## src/sv/rbmd_pkg.sv

```systemverilog
`default_nettype none
package rbmd_pkg;

  localparam int BLOCK_LEN  = 4;
  localparam int MAX_BLOCKS = 256;
  localparam int WORD_W     = BLOCK_LEN * 8;
  localparam int POS_W      = (BLOCK_LEN > 1) ? $clog2(BLOCK_LEN) : 1;
  localparam int FILL_W     = $clog2(BLOCK_LEN + 1);
  localparam int BLK_W      = (MAX_BLOCKS > 1) ? $clog2(MAX_BLOCKS) : 1;
  localparam int NBLK_W     = $clog2(MAX_BLOCKS + 1);

  typedef enum logic {
    CMD_OLD = 1'b0,
    CMD_NEW = 1'b1
  } cmd_op_t;

  typedef struct packed {
    cmd_op_t          op;
    logic [7:0]       data;
    logic             eof;
    logic [POS_W-1:0] pos;
  } cmd_t;

  typedef enum logic [2:0] {
    ST_IDLE,
    ST_SCAN_RD,
    ST_SCAN_CMP,
    ST_HIT,
    ST_MISS,
    ST_FLUSH
  } state_t;

endpackage
`default_nettype wire

```

## src/sv/rbmd_front.sv

```systemverilog
`default_nettype none
module rbmd_front import rbmd_pkg::*; (
  input  wire logic       clk,
  input  wire logic       rst_n,
  input  wire logic       push,
  output logic            full,
  input  wire logic       kind,
  input  wire logic [7:0] data_byte,
  input  wire logic       end_of_file,
  output logic            cmd_valid,
  output cmd_t            cmd,
  input  wire logic       cmd_pop
);

  cmd_t               q_r [2];
  logic               wr_r, wr_nxt, rd_r, rd_nxt;
  logic [1:0]         cnt_r, cnt_nxt;
  logic [POS_W-1:0]   pos_r, pos_nxt;
  logic [NBLK_W-1:0]  blk_r, blk_nxt;
  logic               acc, enq, deq, store_full;
  cmd_t               cmd_in;

  assign full       = (cnt_r == 2'd2);
  assign cmd_valid  = (cnt_r != 2'd0);
  assign cmd        = q_r[rd_r];
  assign acc        = push && !full;
  assign store_full = (blk_r == NBLK_W'(MAX_BLOCKS));
  // old bytes past the store capacity are dropped here
  assign enq        = acc && (kind || !store_full);
  assign deq        = cmd_pop && cmd_valid;

  always_comb begin
    cmd_in.op   = kind ? CMD_NEW : CMD_OLD;
    cmd_in.data = data_byte;
    cmd_in.eof  = kind && end_of_file;
    cmd_in.pos  = pos_r;
    pos_nxt = pos_r;
    blk_nxt = blk_r;
    if (acc && !kind && !store_full) begin
      if (pos_r == POS_W'(BLOCK_LEN - 1)) begin
        pos_nxt = '0;
        blk_nxt = blk_r + 1'b1;
      end else begin
        pos_nxt = pos_r + 1'b1;
      end
    end
    wr_nxt  = enq ? !wr_r : wr_r;
    rd_nxt  = deq ? !rd_r : rd_r;
    cnt_nxt = cnt_r + {1'b0, enq} - {1'b0, deq};
  end

  always_ff @(posedge clk) begin
    if (!rst_n) begin
      wr_r  <= 1'b0;
      rd_r  <= 1'b0;
      cnt_r <= '0;
      pos_r <= '0;
      blk_r <= '0;
    end else begin
      wr_r  <= wr_nxt;
      rd_r  <= rd_nxt;
      cnt_r <= cnt_nxt;
      pos_r <= pos_nxt;
      blk_r <= blk_nxt;
    end
  end

  always_ff @(posedge clk) begin
    if (enq) q_r[wr_r] <= cmd_in;
  end

  a_cnt_range: assert property (@(posedge clk) disable iff (!rst_n) cnt_r != 2'd3)
    else $error("queue count out of range");
  a_blk_range: assert property (@(posedge clk) disable iff (!rst_n)
    blk_r <= NBLK_W'(MAX_BLOCKS)) else $error("block count overrun");
  a_ptr_sync: assert property (@(posedge clk) disable iff (!rst_n)
    (cnt_r == 2'd0 || cnt_r == 2'd2) |-> wr_r == rd_r) else $error("pointer mismatch");

endmodule
`default_nettype wire

```

## config.mk

```make
export PLATFORM = sky130hd
export DESIGN_NAME = rbmd_front
export DESIGN_NICKNAME = d
export VERILOG_FILES = /design/src/sv/rbmd_pkg.sv /design/src/sv/rbmd_front.sv
export SDC_FILE = /design/constraint.sdc
export NUM_CORES = 1
export LEC_CHECK = 0
export CAP_MARGIN = 15
export CORE_ASPECT_RATIO = 0.9
export CORE_MARGIN = 2
export CORE_UTILIZATION = 54
export DETAILED_ROUTE_END_ITERATION = 7
export DONT_BUFFER_PORTS = 1
export GPL_TIMING_DRIVEN = 0
export PLACE_DENSITY_LB_ADDON = 0.25
export SLEW_MARGIN = 15
export SYNTH_ARGS = -nofsm -noshare
export SYNTH_HDL_FRONTEND = slang
export SYNTH_SLANG_ARGS = --single-unit
```

## constraint.sdc

```tcl
create_clock -name clk -period 2 [get_ports clk]
set_input_delay 0.6 -clock clk [delete_from_list [all_inputs] [get_ports clk]]
set_output_delay 0.6 -clock clk [all_outputs]
set_load 0.005 [all_outputs]
```

==> results of run 1 <==
-- cell type report --
cell class,instances,area [sq um]
inverter,7,26.3
tap,42,52.6
fill,252,1060
buffer,4,26.3
clock inverter,2,60.1
timing repair buffer,6,45.0
sequential,40,1040
multi-input combinational,84,689
clock buffer,5,37.5
-- state kept, by name, summed over array words and instances (netlist names), named ones only --
register and flops:
wr_r 1, blk_r 9, cnt_r 2, pos_r 2, q_r 24, rd_r 1
-- path summary, 6_finish.rpt --
path / depth (start not counted) / slack (ns) / start / endpoint
worst max-delay path: 10 / 0.03 / blk_r[1]$_SDFFE_PN0P_ / cnt_r[1]$_SDFF_PN0_
worst min-delay path: 0 / 0.35 / data_byte[5] / q_r[0][8]$_DFFE_PP_
worst max register to register: 10 / 0.03 / blk_r[1]$_SDFFE_PN0P_ / cnt_r[1]$_SDFF_PN0_
worst min register to register: 2 / 0.48 / blk_r[8]$_SDFFE_PN0P_ / blk_r[8]$_SDFFE_PN0P_
-- placed cells by master, fill, tap and decap left out, drive strengths merged --
| cell type | count |
|---|---|
| edfxtp | 24 |
| nand2 | 17 |
| dfxtp | 16 |
| mux2 | 12 |
| mux2i | 8 |
| and2 | 8 |
| buf | 8 |
| clkbuf | 7 |
| inv | 7 |
| nand2b | 5 |
| nor2 | 5 |
| ha | 5 |
| xor2 | 3 |
| nand3 | 3 |
| xnor2 | 3 |
| nor2b | 3 |
| nor4 | 2 |
| nor3 | 2 |
| bufinv | 2 |
| nor4b | 2 |
| or2 | 1 |
| a311o | 1 |
| nand4 | 1 |
| and4 | 1 |
| and3 | 1 |
| o21a | 1 |
-- kinds of logic (layout without fill, tap and decap cells) --
kind of cell | count (synthesis) | count (layout)
multiplexers | 20 | 20
XOR/XNOR | 6 | 6
flip-flops | 40 | 40
AO/OA/AOI/OAI | 2 | 2
buffers and inverters | 11 | 24
adder cells (fa/ha/maj) | 5 | 5
AND/OR/NAND/NOR | 51 | 51
-- routing by layer --
layer  vias up  wire (um)  track usage, %
met5         -          0               0
met1       471       1020            18.2
li1        493          -               -
met3         5        249            8.88
met2        31       1390            27.7
met4         0         43            7.14
-- synthesized netlist by cell type, types with 2 or more instances --
| master | n |
|---|---|
| edfxtp_1 | 24 |
| xor2_1 | 3 |
| dfxtp_1 | 16 |
| nand2_1 | 17 |
| inv_1 | 7 |
| nand3_1 | 3 |
| nor2b_1 | 2 |
| nor4_1 | 2 |
| ha_1 | 5 |
| clkbuf_1 | 2 |
| mux2_2 | 12 |
| xnor2_1 | 3 |
| and2_1 | 7 |
| nor3_1 | 2 |
| mux2i_1 | 8 |
| nand2b_1 | 5 |
| nor2_1 | 5 |
-- repair_timing --
action                     in CTS  in global routing
hold buffers                    0                  0
buffers inserted                4                  2
pin swaps                       5                  4
setup endpoints to repair      26                 12
resized for setup              12                  6
-- worst register-to-register path: cells and delay by family (launching register included) --
kind	cells	cell delay [ns]
buffers and inverters	2	0.09
xor gates and xnor gates	2	0.26
and+or+nand+nor	2	0.27
adders and majority gates	3	0.60
AOI/OAI and AO/OA	1	0.30
DFF	1	0.36
-- stage by stage --
stage          std cells  total power [uW]  utilization (%)  setup slack, ns  setup TNS [ns]
3_5_place_dp         177              1480             58.2           -0.303           -7.62
3_3_place_gp         177              1460             58.2           -0.273           -6.33
6_report             190              2140             65.1           0.0252               0
2_1_floorplan        135              1400                -           0.0207               0
4_1_cts              188              2140             64.0          -0.0441         -0.0441
5_1_grt              190              2260             65.1          -0.0709         -0.0709
-- power by group --
part,total (uW),leakage (uW),internal [uW],switching [uW]
clock network,626,0.0000513,383,244
registers,1040,0.000357,993,50.8
logic,469,0.000356,240,230
total,2140,0.000764,1620,524
==> flow_metrics.tcl, run 1 <==
set metrics [dict create \
    drive_gt1_share_pct 28.4 \
    synthCells 135 \
    fp.dieH_um 57.5 \
    nets 167 \
    antenna_found_initial 0 \
    crit_type "register to register" \
    synth-xor-area-share_pct 3.06 \
    portBuffers 0 \
    clk_pin_slew_ns 0.11 \
    area_growth_pct 15.4 \
    synth_cell_types 29 \
    seq_area_frac_synth_pct 60.6 \
    overflow 0 \
    synth_top_family_by_area "simple AND/OR/NAND/NOR gates" \
    synth_ff_type "edfxtp_1" \
    yosys.area.top_type "edfxtp_1" \
    cts_max_level 2 \
    crit_chain "inv_2 -> ha_4 -> nor4b_4 -> a311o_1 -> ha_1 -> inv_2 -> ha_4 -> xnor2_2 -> xnor2_1 -> and2_1" \
    ant_nets 0 \
    drt_iter0_drc 16 \
    critPathTopFamily "adder cells" \
    power_density_nw_per_um2 1080 \
    firstDrtPassIters 4 \
    gp_congestion 0.911 \
    status "finished, final reports clean" \
    core_sq_um 3040 \
    post_drt_via_cell_ratio 5.26 \
    fin_area_sq_um 1980 \
    synthAdderAreaFrac_pct 3.64 \
    holdWs_ns 0.350 \
    worst_ir_drop_vdd_v 0.000778 \
    dieArea_sq_um 3650 \
    synth_mux_area_share_pct 12.5 \
    dr_total_vias 1000 \
    setup-violations-final 0 \
    tritoncts "done" \
    yosysTopAreaCellShare_pct 42.0 \
    synth_area_leaders "edfxtp_1 (42%), dfxtp_1 (19%), mux2_2 (7.9%)" \
    max_freq_ghz 0.506 \
    rsz0062_at_grt "yes" \
    clock-sinks 40 \
    crit_required_ns 2.25 \
    crit_path_start_kind "register" \
    path_max_fanout 2 \
    maxCapViolations 0 \
    slowest_delay_ns 0.36 \
    path_buf_inv 2 \
    fin_crit_ns 1.97 \
    min_period_over_period_pct 98.7 \
    hold_path_class "input port to register" \
    cts_made_buffers 5 \
    cts-root-buf "clkbuf_4" \
    ys_ff_latch 40 \
    routed_wl_mm 2.71 \
    avgSynthCellArea_sq_um 12.7 \
    grt_pass1_vias 1014 \
    relSlewSlack_pct 72.6 \
    hold_viol_final 0 \
    cp.arrival_ns 2.22 \
    clock_skew_ns 0.00778 \
    p_leak_uw 0.000764 \
    track_usage_pct 16.8 \
    die_width_um 63.5 \
    syn_area_sq_um 1720 \
    yosysWarnings 0 \
    syn-num-nets 154 \
    wl_per_cell_um 14.3 \
    cp-end-kind "register" \
    floorplan.rows 19 \
    yosys.area_share.simple_pct 16.2 \
    synth_async_sr_flop_share_pct 0 \
    clock_latency_ns 0.34 \
    grt_start_max_net_pins 14 \
    start_util_pct 56.5 \
    cp_slowest_cell "dfxtp_2" \
    grt_pass1_wl_mm 4.52 \
    maxSlewViolCount 0 \
    synth_compound_area_share_pct 1.02 \
    synth_edf_count 24 \
    worst_pin_slew_ns 0.410 \
    max-clock-path-buffers 2 \
    drt_drc_violations_left 0 \
    n_antenna_cell 0 \
    placed_area_sq_um 1770 \
    pin_count 28 \
    hpwl_mm 1.85 \
]
Note: power is estimated with default switching activity, not from simulation.
==> run 2: changes to the inputs <==
- CORE_ASPECT_RATIO: 0.9 -> default
- TNS_END_PERCENT: default -> 100
==> run 2 against run 1 <==
  * Largest cell class unchanged
  * Worst hold slack got worse by 0.015 ns
  * Setup slack better by 0.018 ns
  * Die area hardly changed
==> flow_metrics.tcl, run 2 (synthesis gave the netlist of run 1 again) <==
set metrics [dict create \
    power_frac_comb_pct 23.6 \
    drt_iter0_drc 10 \
    ant_nets 0 \
    fin_area_sq_um 1920 \
    fillers 252 \
    hold_buffers 0 \
    tritoncts "done" \
    path_max_fanout 2 \
    dr_total_vias 977 \
    hold_path_class "input port to register" \
    maxCapViolations 0 \
    maxSlewViolCount 0 \
    instances_no_fill 191 \
    wl_per_cell_um 13.9 \
    cts_made_buffers 5 \
    largest_reg_flops 24 \
    track_usage_pct 17.2 \
    n_antenna_cell 0 \
    max-clock-path-buffers 2 \
    cts-root-buf "clkbuf_4" \
    area_growth_pct 11.6 \
    max_freq_ghz 0.511 \
    cp-end-kind "register" \
    pwr-share-seq_pct 55.2 \
    largest-register "q_r" \
    p_leak_uw 0.000739 \
    dieArea_sq_um 3650 \
    p_int_uw 1360 \
    clk_pin_slew_ns 0.12 \
    floorplan.rows 20 \
    min_period_over_period_pct 97.8 \
    drive_gt1_share_pct 26.5 \
    power_switching_uw 528 \
    overflow 0 \
    placed_area_sq_um 1770 \
    layout.cells.most_common_list "edfxtp_1 (24), nand2_1 (17), dfxtp_1 (14), mux2_2 (12), mux2i_1 (8)" \
    pwr-share-clk_pct 21.2 \
    start_util_pct 56.7 \
    hpwl_mm 1.92 \
    setup-violations-final 0 \
    cts_max_level 2 \
    cp.arrival_ns 2.20 \
    drt_drc_violations_left 0 \
    grt_start_max_net_pins 14 \
    fp.dieH_um 60.4 \
    final_util_pct 63.3 \
    grt_pass1_vias 1009 \
    power_density_nw_per_um2 983 \
    pin_count 28 \
    worst_ir_drop_vdd_v 0.000656 \
    gp_congestion 0.818 \
    placed_cells 179 \
    rsz0062_at_grt "yes" \
    clock-sinks 40 \
    die_width_um 60.4 \
    crit_path_start_kind "register" \
    clock_skew_ns 0.0120 \
    firstDrtPassIters 2 \
    portBuffers 0 \
    post_drt_via_cell_ratio 5.12 \
    hold_viol_final 0 \
    top_regs "q_r: 24 flops, blk_r: 9 flops" \
    status "finished, final reports clean" \
    crit_type "register to register" \
    worst_pin_slew_ns 0.389 \
    fin_crit_ns 1.96 \
    final_common_cell "edfxtp_1" \
    routed_wl_mm 2.66 \
    grt_pass1_wl_mm 4.41 \
    crit_required_ns 2.25 \
    core_sq_um 3030 \
    antenna_found_initial 0 \
    clock_latency_ns 0.35 \
    nets 165 \
    switching_share_pct 28.0 \
    relSlewSlack_pct 74.1 \
]
[run 2: cell types whose count changed in the layout (fill, tap and decap cells not counted)]
cell | previous run | this run
buf_4 | 7 | 5
bufinv_16 | 2 | 0
clkinv_2 | 0 | 2
clkinv_4 | 0 | 1
dfxtp_1 | 13 | 14
dfxtp_2 | 3 | 2
ha_2 | 0 | 1
ha_4 | 2 | 1
inv_1 | 4 | 5
inv_2 | 3 | 2
[run 2: power groups by stage]
| stage | Combinational (uW) | Sequential [uW] | Clock, uW |
|---|---|---|---|
| floorplan | 352 | 1050 | 0 |
| global placement | 407 | 1050 | 0 |
| detailed placement | 413 | 1060 | 0 |
| CTS | 451 | 1040 | 411 |
| global route | 500 | 1050 | 445 |
| finish | 445 | 1040 | 400 |
[run 2: worst max-delay path, stage by stage (launching register included)]
cell and delay, ns:
dfxtp_2 0.36, inv_2 0.05, ha_4 0.15, nor4b_4 0.12
a311o_1 0.29, ha_1 0.28, inv_1 0.04, ha_2 0.17
xnor2_2 0.13, xnor2_1 0.12, and2_1 0.15
[run 2: final timing paths]
| path | start | to | slack (ns) | cells after the start |
|---|---|---|---|---|
| hold reg to reg | blk_r[8]$_SDFFE_PN0P_ | blk_r[8]$_SDFFE_PN0P_ | 0.49 | 2 |
| setup / recovery | blk_r[0]$_SDFFE_PN0P_ | cnt_r[1]$_SDFF_PN0_ | 0.04 | 10 |
| setup reg to reg | blk_r[0]$_SDFFE_PN0P_ | cnt_r[1]$_SDFF_PN0_ | 0.04 | 10 |
| hold / removal | kind | q_r[0][11]$_DFFE_PP_ | 0.33 | 0 |
[run 2: final cells by class]
type	instances	area [sq um]	share of cell area [%]
plain buffers	4	26.3	1.37
clock buffers	5	37.5	1.96
clock inverters	3	18.8	0.979
inverters	7	26.3	1.37
multi-input cells	84	679	35.4
flip-flops and latches	40	1040	54.4
well taps	44	55.1	2.87
repair buffers	4	30.0	1.57
[run 2: per-layer routing]
metal | vias to the layer above | GRT usage, % | part of all wire, %
li1 | 497 | - | -
met1 | 453 | 19.1 | 40
met2 | 21 | 28.4 | 50
met3 | 6 | 7.25 | 7.5
met4 | 0 | 8.57 | 2.2
met5 | - | 0 | 0
[run 2: repair_timing]
action / 4_1_cts / 5_1_grt
endpoints found under the setup margin: 26 / 12
hold endpoints to repair: 0 / 0
pin swaps: 5 / 4
gates resized for setup: 12 / 3
setup buffers: 4 / 0
[run 2: metrics by stage]
step	setup WS (ns)	TNS [ns]	hold WS (ns)	power, uW
after floorplan	0.0207	0	0.441	1400
after global placement	-0.290	-6.85	0.457	1460
after detailed placement	-0.346	-8.46	0.470	1470
after CTS	-0.00678	-0.00678	0.323	1900
after global routing	-0.0389	-0.0389	0.314	2000
final	0.0435	0	0.335	1880
==> run 3: changes to the inputs <==
- CORE_ASPECT_RATIO: default -> 0.6
- REMOVE_ABC_BUFFERS: default -> 1
==> run 3 against run 2 <==
  * The run now ends with setup timing left
  * Combinational power decreased by 15%
  * Clock skew decreased by 0.0085 ns
  * Clock-buffer cell count increased by 1
  * Setup slack got worse by 0.063 ns
  * First-iteration DRC count increased to 5.9 times the previous value
  * Final cell count decreased by 3.7%
  * Fmax decreased by 3.1%
  * Flip-flop and latch count unchanged
  * Worst hold slack improved by 0.080 ns
  * Utilization increased by 2.0 points
  * Register-to-register slack got worse by 0.06 ns
  * Sequential share of layout area decreased by 0.11 points
  * Critical endpoint unchanged
  * Largest cell class unchanged
  * Largest power group unchanged
==> flow_metrics.tcl, run 3 (synthesis gave the netlist of run 1 again) <==
set metrics [dict create \
    cp.arrival_ns 2.20 \
    fp.dieH_um 47.7 \
    clock_latency_ns 0.28 \
    setup-violations-final 1 \
    drt_drc_violations_left 0 \
    layout_setup_ws_ns -0.0195 \
    crit_required_ns 2.18 \
    power_switching_uw 501 \
    violations "setup timing" \
    hp-start "kind" \
    power_density_nw_per_um2 1070 \
    fillers 215 \
    pwr-share-seq_pct 51.8 \
    clock_skew_ns 0.00349 \
    tritoncts "done" \
    rr_startpoint "blk_r[0]$_SDFFE_PN0P_" \
    portBuffers 0 \
    largest_reg_flops 24 \
    drive_gt1_share_pct 25.4 \
    grt_start_max_net_pins 25 \
    p_int_uw 1560 \
    die_width_um 76.8 \
    largest-register "q_r" \
    max_freq_ghz 0.495 \
    final_util_pct 65.3 \
    post_drt_via_cell_ratio 5.38 \
    min_to "q_r[0][11]$_DFFE_PP_" \
    core_sq_um 2950 \
    gp_congestion 0.760 \
    power_frac_comb_pct 18.3 \
    min_period_over_period_pct 101 \
    floorplan.rows 15 \
    placed_cells 173 \
    hold_path_class "input port to register" \
    wl_per_cell_um 15.4 \
    grt_pass1_vias 1001 \
    start_util_pct 58.3 \
    maxSlewViolCount 0 \
    crit_chain "inv_2 -> ha_4 -> nor4b_4 -> a311o_1 -> ha_1 -> inv_1 -> ha_2 -> xnor2_2 -> xnor2_1 -> and2_1" \
    cts-root-buf "clkbuf_8" \
    worst_ir_drop_vdd_v 0.000903 \
    antenna_found_initial 0 \
    final_common_cell "edfxtp_1" \
    ant_nets 0 \
    hold_viol_final 0 \
    drt_iter0_drc 59 \
    track_usage_pct 17.7 \
    holdWs_ns 0.415 \
    hold_buffers 0 \
    rrSetupSlack_ns -0.02 \
    cp_slowest_cell "a311o_1" \
    rsz0062_at_grt "yes" \
    critPathTopFamily "adder cells" \
    pwr-share-clk_pct 30.0 \
    crit_type "register to register" \
    fin_crit_ns 2.02 \
    switching_share_pct 24.3 \
    clk_pin_slew_ns 0.07 \
    cp-end-kind "register" \
    hpwl_mm 1.93 \
    dr_total_vias 989 \
    path_buf_inv 2 \
    firstDrtPassIters 4 \
    regToRegEndpoint "cnt_r[1]$_SDFF_PN0_" \
    p_leak_uw 0.000740 \
    area_growth_pct 11.9 \
    top_regs "q_r: 24 flops, blk_r: 9 flops" \
    cts_made_buffers 5 \
    pin_count 28 \
    overflow 0 \
    r2r_cells 10 \
    instances_no_fill 184 \
    path_max_fanout 4 \
    routed_wl_mm 2.84 \
    maxCapViolations 0 \
    cts_max_level 2 \
    slowest_delay_ns 0.34 \
    worst_pin_slew_ns 0.689 \
    layout.cells.most_common_list "edfxtp_1 (24), nand2_1 (17), dfxtp_1 (13), mux2_2 (12), mux2i_1 (8)" \
    status "complete, but fails checks" \
    grt_pass1_wl_mm 4.73 \
    holdPathStages 0 \
    relSlewSlack_pct 54.0 \
    max-clock-path-buffers 2 \
    crit_path_start_kind "register" \
    dieArea_sq_um 3660 \
    nets 160 \
    clock-sinks 40 \
    n_antenna_cell 0 \
]
run 3: changes by cell type in the layout (fill, tap and decap cells not counted), moves of 2 or more:
cell and delta:
buf_4 -2, clkbuf_4 -5, nor2_2 +2, clkbuf_8 +5, nor2_4 -2
run 3: layout make-up:
cell class	count	area, sq um	area share (%)
Tap cell	42	52.6	2.73
Clock buffer	6	72.6	3.77
Inverter	7	26.3	1.37
Sequential cell	40	1040	54.3
Timing Repair Buffer	3	22.5	1.17
Multi-Input combinational cell	84	669	34.8
Clock inverter	2	35.0	1.82
run 3: metal layers:
metal / vias up / share of wire [%] / global-route usage (%)
li1: 477 / - / -
met1: 480 / 43 / 20.9
met2: 28 / 51 / 31.8
met3: 4 / 5.7 / 6.79
met4: 0 / 0.63 / 5.09
met5: - / 0 / 0
run 3: power groups by stage:
stage / logic (uW) / registers (uW) / clock network [uW]
after global routing: 420 / 1090 / 668
after floorplan: 306 / 1060 / 0
final: 377 / 1070 / 617
after detailed placement: 365 / 1090 / 0
after global placement: 350 / 1080 / 0
after CTS: 386 / 1070 / 631
run 3: how the worst max path moves through the flow:
stage | start | to | slack, ns | cells after the start
floorplan | blk_r[0]$_SDFFE_PN0P_ | cnt_r[1]$_SDFF_PN0_ | -0.06 | 10
global placement | blk_r[0]$_SDFFE_PN0P_ | q_r[0][1]$_DFFE_PP_ | -0.37 | 5
detailed placement | blk_r[0]$_SDFFE_PN0P_ | q_r[0][10]$_DFFE_PP_ | -0.47 | 5
CTS | blk_r[0]$_SDFFE_PN0P_ | cnt_r[1]$_SDFF_PN0_ | 0.001 | 10
global route | blk_r[0]$_SDFFE_PN0P_ | cnt_r[1]$_SDFF_PN0_ | -0.11 | 10
finish | blk_r[0]$_SDFFE_PN0P_ | cnt_r[1]$_SDFF_PN0_ | -0.02 | 10
run 3: worst register-to-register path: cells and delay by family, from the launching register on:
family	cells	cell delay (ns)
simple gates	2	0.36
flops	1	0.33
compound gates	1	0.34
xor+xnor	2	0.20
buf+inv	2	0.13
fa+ha+maj	3	0.58
run 3: repair_timing:
action,4_1_cts,5_1_grt
resized for setup,12,1
setup endpoints to repair,27,31
cloned,0,0
pin swaps,6,0
setup buffers,3,0
run 3: per-stage QoR:
stage | cell area, sq um | setup TNS [ns] | power [uW] | worst slack [ns]
after global routing | 1920 | -0.733 | 2170 | -0.115
after global placement | 1750 | -8.93 | 1430 | -0.372
final | 1920 | -0.0195 | 2060 | -0.0195
after CTS | 1920 | 0 | 2080 | 0.00106
after detailed placement | 1750 | -11.23 | 1450 | -0.474
after floorplan | 1690 | -0.742 | 1370 | -0.0590
